**src/design/vco_pkg.sv**
```systemverilog
package vco_pkg;

  localparam int NUM_FACES   = 6;
  localparam int NUM_CORNERS = 4;
  localparam int NUM_CELLS   = 27;
  localparam int SHADE_W     = 4;
  localparam int CORNER_MAX  = 32;

  typedef logic [2:0]  face_t;
  typedef logic [4:0]  cell_idx_t;
  typedef logic [3:0]  shade_t;
  typedef logic [1:0]  level_t;
  typedef logic [5:0]  corner_val_t;

  localparam face_t LAST_FACE = face_t'(NUM_FACES - 1);

  // per-face control that travels down the pipeline
  typedef struct packed {
    logic  valid;
    face_t face;
    logic  last;
  } pipe_ctl_t;

  // the cells one corner needs: corner bit, two side bits, four shades
  typedef struct packed {
    logic [2:0]   occ;
    shade_t [3:0] shade;
  } corner_cells_t;

  // level scaled by eight plus the first shade pair, then the second pair
  typedef struct packed {
    logic [5:0] head;
    logic [4:0] tail;
  } corner_part_t;

  // corner cell, then the two side cells
  localparam cell_idx_t OCC_CELLS [NUM_FACES][NUM_CORNERS][3] = '{
    '{'{5'd0,  5'd1,  5'd9},  '{5'd2,  5'd1,  5'd11},
      '{5'd20, 5'd11, 5'd19}, '{5'd18, 5'd9,  5'd19}},
    '{'{5'd18, 5'd19, 5'd21}, '{5'd20, 5'd19, 5'd23},
      '{5'd26, 5'd23, 5'd25}, '{5'd24, 5'd21, 5'd25}},
    '{'{5'd20, 5'd11, 5'd23}, '{5'd2,  5'd5,  5'd11},
      '{5'd8,  5'd17, 5'd5},  '{5'd26, 5'd17, 5'd23}},
    '{'{5'd2,  5'd1,  5'd5},  '{5'd0,  5'd1,  5'd3},
      '{5'd6,  5'd3,  5'd7},  '{5'd8,  5'd5,  5'd7}},
    '{'{5'd0,  5'd3,  5'd9},  '{5'd18, 5'd9,  5'd21},
      '{5'd24, 5'd15, 5'd21}, '{5'd6,  5'd3,  5'd15}},
    '{'{5'd6,  5'd7,  5'd15}, '{5'd24, 5'd15, 5'd25},
      '{5'd26, 5'd17, 5'd25}, '{5'd8,  5'd7,  5'd17}}
  };

  localparam cell_idx_t SHADE_CELLS [NUM_FACES][NUM_CORNERS][4] = '{
    '{'{5'd0,  5'd1,  5'd9,  5'd10}, '{5'd1,  5'd2,  5'd10, 5'd11},
      '{5'd10, 5'd11, 5'd19, 5'd20}, '{5'd9,  5'd10, 5'd18, 5'd19}},
    '{'{5'd18, 5'd19, 5'd21, 5'd22}, '{5'd19, 5'd20, 5'd22, 5'd23},
      '{5'd22, 5'd23, 5'd25, 5'd26}, '{5'd21, 5'd22, 5'd24, 5'd25}},
    '{'{5'd11, 5'd14, 5'd20, 5'd23}, '{5'd2,  5'd5,  5'd11, 5'd14},
      '{5'd5,  5'd8,  5'd14, 5'd17}, '{5'd14, 5'd17, 5'd23, 5'd26}},
    '{'{5'd1,  5'd2,  5'd4,  5'd5},  '{5'd0,  5'd1,  5'd3,  5'd4},
      '{5'd3,  5'd4,  5'd6,  5'd7},  '{5'd4,  5'd5,  5'd7,  5'd8}},
    '{'{5'd0,  5'd3,  5'd9,  5'd12}, '{5'd9,  5'd18, 5'd12, 5'd21},
      '{5'd12, 5'd15, 5'd21, 5'd24}, '{5'd3,  5'd6,  5'd12, 5'd15}},
    '{'{5'd6,  5'd7,  5'd15, 5'd16}, '{5'd15, 5'd16, 5'd24, 5'd25},
      '{5'd16, 5'd17, 5'd25, 5'd26}, '{5'd7,  5'd8,  5'd16, 5'd17}}
  };

endpackage

```
**src/design/vco_issue.sv**
```systemverilog
module vco_issue
  import vco_pkg::*;
(
  input  logic                            clk,
  input  logic                            rst,
  input  logic                            start,
  input  logic [NUM_CELLS-1:0]            neighbor_bits,
  input  logic [NUM_CELLS*SHADE_W-1:0]    shades_in,
  output logic                            busy,
  output pipe_ctl_t                       ctl,
  output logic [NUM_CELLS-1:0]            bits,
  output logic [NUM_CELLS*SHADE_W-1:0]    shades
);

  logic  active;
  face_t face_cnt;
  logic  accept;

  assign busy   = active && (face_cnt != LAST_FACE);
  assign accept = start && !busy;

  always_ff @(posedge clk) begin
    if (rst) begin
      active   <= 1'b0;
      face_cnt <= '0;
    end else if (accept) begin
      active   <= 1'b1;
      face_cnt <= '0;
    end else if (active) begin
      if (face_cnt == LAST_FACE) begin
        active <= 1'b0;
      end else begin
        face_cnt <= face_cnt + face_t'(1);
      end
    end
  end

  always_ff @(posedge clk) begin
    if (accept) begin
      bits   <= neighbor_bits;
      shades <= shades_in;
    end
  end

  assign ctl.valid = active;
  assign ctl.face  = face_cnt;
  assign ctl.last  = (face_cnt == LAST_FACE);

endmodule

```
**src/design/vco_gather.sv**
```systemverilog
module vco_gather
  import vco_pkg::*;
(
  input  logic                            clk,
  input  logic                            rst,
  input  pipe_ctl_t                       ctl_in,
  input  logic [NUM_CELLS-1:0]            bits,
  input  logic [NUM_CELLS*SHADE_W-1:0]    shades,
  output pipe_ctl_t                       ctl_out,
  output corner_cells_t [NUM_CORNERS-1:0] cells
);

  corner_cells_t [NUM_CORNERS-1:0] cells_next;

  // per-face table lookup of the cells each corner needs
  always_comb begin
    for (int c = 0; c < NUM_CORNERS; c++) begin
      for (int k = 0; k < 3; k++) begin
        cells_next[c].occ[k] = bits[OCC_CELLS[ctl_in.face][c][k]];
      end
      for (int k = 0; k < 4; k++) begin
        cells_next[c].shade[k] = shades[{SHADE_CELLS[ctl_in.face][c][k], 2'b00} +: SHADE_W];
      end
    end
  end

  always_ff @(posedge clk) begin
    if (rst) begin
      ctl_out.valid <= 1'b0;
    end else begin
      ctl_out.valid <= ctl_in.valid;
    end
  end

  always_ff @(posedge clk) begin
    ctl_out.face <= ctl_in.face;
    ctl_out.last <= ctl_in.last;
    cells        <= cells_next;
  end

endmodule

```
**src/design/vco_accum.sv**
```systemverilog
module vco_accum
  import vco_pkg::*;
(
  input  logic                            clk,
  input  logic                            rst,
  input  pipe_ctl_t                       ctl_in,
  input  corner_cells_t [NUM_CORNERS-1:0] cells,
  output pipe_ctl_t                       ctl_out,
  output corner_val_t [NUM_CORNERS-1:0]   values
);

  pipe_ctl_t                      ctl_mid;
  corner_part_t [NUM_CORNERS-1:0] parts;
  corner_part_t [NUM_CORNERS-1:0] parts_next;
  corner_val_t  [NUM_CORNERS-1:0] values_next;

  // occlusion level and shade pair sums
  always_comb begin
    level_t lvl;
    for (int c = 0; c < NUM_CORNERS; c++) begin
      if (cells[c].occ[1] && cells[c].occ[2]) begin
        lvl = 2'd3;
      end else begin
        lvl = level_t'({1'b0, cells[c].occ[0]} + {1'b0, cells[c].occ[1]}
                       + {1'b0, cells[c].occ[2]});
      end
      parts_next[c].head = {1'b0, lvl, 3'b000}
                           + 6'({1'b0, cells[c].shade[0]} + {1'b0, cells[c].shade[1]});
      parts_next[c].tail = {1'b0, cells[c].shade[2]} + {1'b0, cells[c].shade[3]};
    end
  end

  // final add and saturation
  always_comb begin
    logic [6:0] total;
    for (int c = 0; c < NUM_CORNERS; c++) begin
      total = {1'b0, parts[c].head} + {2'b00, parts[c].tail};
      if (total > 7'(CORNER_MAX)) begin
        values_next[c] = corner_val_t'(CORNER_MAX);
      end else begin
        values_next[c] = total[5:0];
      end
    end
  end

  always_ff @(posedge clk) begin
    if (rst) begin
      ctl_mid.valid <= 1'b0;
      ctl_out.valid <= 1'b0;
    end else begin
      ctl_mid.valid <= ctl_in.valid;
      ctl_out.valid <= ctl_mid.valid;
    end
  end

  always_ff @(posedge clk) begin
    ctl_mid.face <= ctl_in.face;
    ctl_mid.last <= ctl_in.last;
    parts        <= parts_next;
    ctl_out.face <= ctl_mid.face;
    ctl_out.last <= ctl_mid.last;
    values       <= values_next;
  end

endmodule

```
**src/design/voxel_corner_occlusion_unit.sv**
```systemverilog
// Corner ambient occlusion for one voxel. Raise start with the 27 opacity
// bits and 27 shade nibbles; the transaction is taken when busy is low. The
// unit then issues one face per cycle into a four-stage pipeline (issue,
// cell lookup, level and pair sums, final sum and saturation), so six
// results follow in consecutive cycles, face 0 first, each marked by strobe
// for one cycle. busy drops during the sixth face's issue cycle, so a new
// voxel accepted then keeps the result port fully used. Results cannot be
// held off: the receiver must take strobe cycles as they come.
module voxel_corner_occlusion_unit
  import vco_pkg::*;
(
  input  logic        clk,
  input  logic        rst,
  input  logic        start,
  output logic        busy,
  input  logic [26:0] neighbor_bits,
  input  logic [55:0] shades_low,
  input  logic [51:0] shades_high,
  output logic        strobe,
  output logic [2:0]  face,
  output logic [5:0]  corner_zero,
  output logic [5:0]  corner_one,
  output logic [5:0]  corner_two,
  output logic [5:0]  corner_three,
  output logic        last_face
);

  pipe_ctl_t                       ctl_issue;
  pipe_ctl_t                       ctl_gather;
  pipe_ctl_t                       ctl_done;
  logic [NUM_CELLS-1:0]            bits;
  logic [NUM_CELLS*SHADE_W-1:0]    shades;
  corner_cells_t [NUM_CORNERS-1:0] cells;
  corner_val_t [NUM_CORNERS-1:0]   values;

  vco_issue u_issue (
    .clk           (clk),
    .rst           (rst),
    .start         (start),
    .neighbor_bits (neighbor_bits),
    .shades_in     ({shades_high, shades_low}),
    .busy          (busy),
    .ctl           (ctl_issue),
    .bits          (bits),
    .shades        (shades)
  );

  vco_gather u_gather (
    .clk     (clk),
    .rst     (rst),
    .ctl_in  (ctl_issue),
    .bits    (bits),
    .shades  (shades),
    .ctl_out (ctl_gather),
    .cells   (cells)
  );

  vco_accum u_accum (
    .clk     (clk),
    .rst     (rst),
    .ctl_in  (ctl_gather),
    .cells   (cells),
    .ctl_out (ctl_done),
    .values  (values)
  );

  assign strobe       = ctl_done.valid;
  assign face         = ctl_done.face;
  assign last_face    = ctl_done.last;
  assign corner_zero  = values[0];
  assign corner_one   = values[1];
  assign corner_two   = values[2];
  assign corner_three = values[3];

endmodule

```
**config.mk**
```make
export PLATFORM = sky130hd
export DESIGN_NAME = voxel_corner_occlusion_unit
export DESIGN_NICKNAME = d
export VERILOG_FILES = /design/src/design/vco_pkg.sv /design/src/design/vco_issue.sv /design/src/design/vco_gather.sv /design/src/design/vco_accum.sv /design/src/design/voxel_corner_occlusion_unit.sv
export SDC_FILE = /design/constraint.sdc
export NUM_CORES = 1
export LEC_CHECK = 0
export BUFFER_PORTS_ARGS = -buffer_cell sky130_fd_sc_hd__buf_4
export CORE_MARGIN = 1
export CORE_UTILIZATION = 45
export CTS_BUF_LIST = sky130_fd_sc_hd__clkbuf_2 sky130_fd_sc_hd__clkbuf_4 sky130_fd_sc_hd__clkbuf_8
export CTS_CLUSTER_DIAMETER = 40
export DETAILED_ROUTE_END_ITERATION = 10
export SLEW_MARGIN = 40
export SYNTH_ARGS = -nofsm -noshare
export SYNTH_HDL_FRONTEND = slang
export SYNTH_SLANG_ARGS = --single-unit
```
**constraint.sdc**
```tcl
create_clock -name clk -period 8.9 [get_ports clk]
set_clock_uncertainty 0.1 [all_clocks]
set_input_delay 0.89 -clock clk [delete_from_list [all_inputs] [get_ports clk]]
set_output_delay 0.89 -clock clk [all_outputs]
set_load 0.05 [all_outputs]
```
==> flow_metrics.env <==
export IMPL_power_uw=5300
export IMPL_clk_pin_slew_ps=60
export IMPL_fin_area_mm2=0.0222
export IMPL_crit_type="reg -> out"
export IMPL_grt_pass1_wl_mm=107
export IMPL_wire_per_inst_um=29.8
export IMPL_root_buffer="clkbuf_8"
export IMPL_viasPerCell=6.54
export IMPL_antenna_left=0
export IMPL_rsz0062_at_grt="false"
export IMPL_grt_start_max_net_pins=136
export IMPL_die_w_um=208
export IMPL_rows=74
export IMPL_finalWeightedCongestion=1.06
export IMPL_holdWs_ps=229
export IMPL_yosysSeqAreaShare_pct=38.5
export IMPL_yosysWarnings=0
export IMPL_relSlewSlack_pct=36.6
export IMPL_critPathCaptureType="output pin"
export IMPL_postCtsSetupBuffers=0
export IMPL_cts_num_sinks=298
export IMPL_dr_total_vias=16300
export IMPL_hp_class="reg -> reg"
export IMPL_die_y_um=208
export IMPL_synthCells=1744
export IMPL_period_share_pct=50.8
export IMPL_crit_required_ps=7910
export IMPL_period_minus_slack_ps=4520
export IMPL_ys_types=75
export IMPL_ctsResizeCount=0
export IMPL_slew_violations=0
export IMPL_outcome="completed"
export IMPL_cts_made_buffers=56
export IMPL_grt_antenna_before_repair=4
export IMPL_timing_max_cap_violations=0
export IMPL_crit_path_max_fanout=17
export IMPL_finalSetupViolCount=0
export IMPL_nNetsFinal=2137
export IMPL_arrival_ps=3530
export IMPL_setup_slack_ps=4380
export IMPL_synth_edf_count=135
export IMPL_clk_latency_ps=680
export IMPL_synth_top_flop_cell="dfxtp_1"
export IMPL_tightestPinTransition_ps=924
export IMPL_tns_ps=0
export IMPL_post_route_drc_count=0
export IMPL_power_density_mw_per_mm2=239
export IMPL_startpoint_type="flop"
export IMPL_grt_overflow=0
export IMPL_synth_fp_nets=1971
export IMPL_drt_total_wl_mm=74.2
export IMPL_firstDrtPassIters=6
export IMPL_cts_buffer_depth=3
export IMPL_drive_gt1_share_pct=27.3
export IMPL_pre_cts_slack_ps=4810
export IMPL_dieArea_mm2=0.0431
export IMPL_syn_to_final_growth_pct=16.6
export IMPL_synth_area_per_cell_um2=10.9
export IMPL_ys_ff_latch=298
export IMPL_hpwlAfterDp_mm=52.7
export IMPL_synthArstFlopShare_pct=0
export IMPL_portBuffers=167
export IMPL_synth_area_mm2=0.0190
export IMPL_irDropWorstVdd_mv=0.111
export IMPL_finalHoldViolCount=0
export IMPL_htreeDepth=2
export IMPL_grtUsageTotal_pct=34.2
export IMPL_max_freq_mhz=221
export IMPL_drt_iter0_drc=2352
export IMPL_cts_hold_buf=0
export IMPL_power_leakage_uw=0.00906
export IMPL_cts_tree="done"
export IMPL_core_mm2=0.0412
export IMPL_io_pins=168
export IMPL_initial_core_util_pct=46.1
export IMPL_place_area_mm2=0.0209
export IMPL_grt_pass1_vias=15600
per-layer routing:
metal / GRT usage [%] / vias up / part of all wire [%]
li1: - / 6963 / -
met1: 43.4 / 8003 / 38
met2: 50.6 / 1082 / 43
met3: 12.2 / 252 / 12
met4: 19.8 / 2 / 6.1
met5: 0 / - / 0.011
worst max-delay path: stages, from the launching register on:
cell and delay, ps:
dfxtp_1 300, buf_4 330, inv_1 180, ha_1 210
buf_4 220, inv_1 540, nor2_1 130, nor2b_1 610
buf_4 320
cell usage in the layout, fill, tap and decap left out, types with 10 or more instances in the layout:
cell type	count
a211oi_1	26
a21o_1	20
a21oi_1	105
a221oi_1	14
a31oi_1	29
buf_4	231
clkbuf_4	21
clkbuf_8	61
dfxtp_1	161
edfxtp_1	135
fa_1	20
ha_1	68
inv_1	72
mux2_2	10
mux2i_1	155
mux2i_2	12
mux4_2	138
nand2_1	146
nand2b_1	17
nand3_1	58
nor2_1	110
nor2b_1	21
nor3_1	37
o21ai_0	72
o221ai_1	10
o22ai_1	19
xnor2_1	20
xor2_1	13
cells by family (layout without fill, tap and decap cells):
| group | Yosys count | in the layout | synth area share, % |
|---|---|---|---|
| AND/OR/NAND/NOR | 450 | 450 | 10.9 |
| AO/OA/AOI/OAI | 360 | 360 | 12.2 |
| multiplexers | 315 | 315 | 25.8 |
| flip-flops | 298 | 298 | 38.5 |
| buffers and inverters | 199 | 412 | 4.49 |
| adder cells (fa/ha/maj) | 89 | 89 | 6.65 |
| XOR/XNOR | 33 | 33 | 1.52 |
| other | 0 | 3 | 0 |
path summary, 6_finish.rpt:
kind,from,to,slack [ps],cells past startpoint
hold / removal,u_accum.ctl_mid[3],u_accum.ctl_out[3],230,0
hold reg to reg,u_accum.ctl_mid[3],u_accum.ctl_out[3],230,0
setup / recovery,u_issue.face_cnt[1],busy,4380,8
setup reg to reg,u_issue.face_cnt[0],u_gather.cells[15],4620,12
through the flow:
| stage | instances | util [%] |
|---|---|---|
| detailed placement | 2384 | 50.8 |
| global placement | 2384 | 50.7 |
| finish | 2492 | 53.8 |
| CTS | 2489 | 53.7 |
| floorplan | 1744 | - |
| global route | 2489 | 53.8 |
where the power goes:
part           switching [µW]  internal [µW]  leakage (µW)
Combinational            1200            839       0.00579
Clock                     620            764      0.000621
Sequential                165           1710       0.00265
Total                    1990           3320       0.00906
sequential cells by signal, indices dropped and copies added (netlist names):
name / cells
u_gather.cells: 76
u_gather.ctl_out: 5
u_issue.active: 1
u_accum.values: 24
u_issue.shades: 108
u_issue.face_cnt: 3
u_accum.parts: 44
u_issue.bits: 27
u_accum.ctl_out: 5
u_accum.ctl_mid: 5
final cells by class:
type	count	area, µm²
diodes	3	7.51
clock buffers	82	997
clock inverters	23	198
fillers	3568	19000
inverters	75	282
multi-input cells	1247	10900
flip-flops and latches	298	7320
well taps	532	666
repair buffers	232	1750
synthesized netlist by cell type, types with 38 or more instances:
library cell  number  area [µm²]
mux2i_1          165        1650
dfxtp_1          163        3260
nand2_1          147         552
mux4_2           138        3110
edfxtp_1         135        4050
nor2_1           112         420
a21oi_1          105         526
clkbuf_1          73         274
inv_1             72         270
o21ai_0           72         360
ha_1              69         863
nand3_1           58         290
nor3_1            38         190
Power figures use the tool's default switching activity.
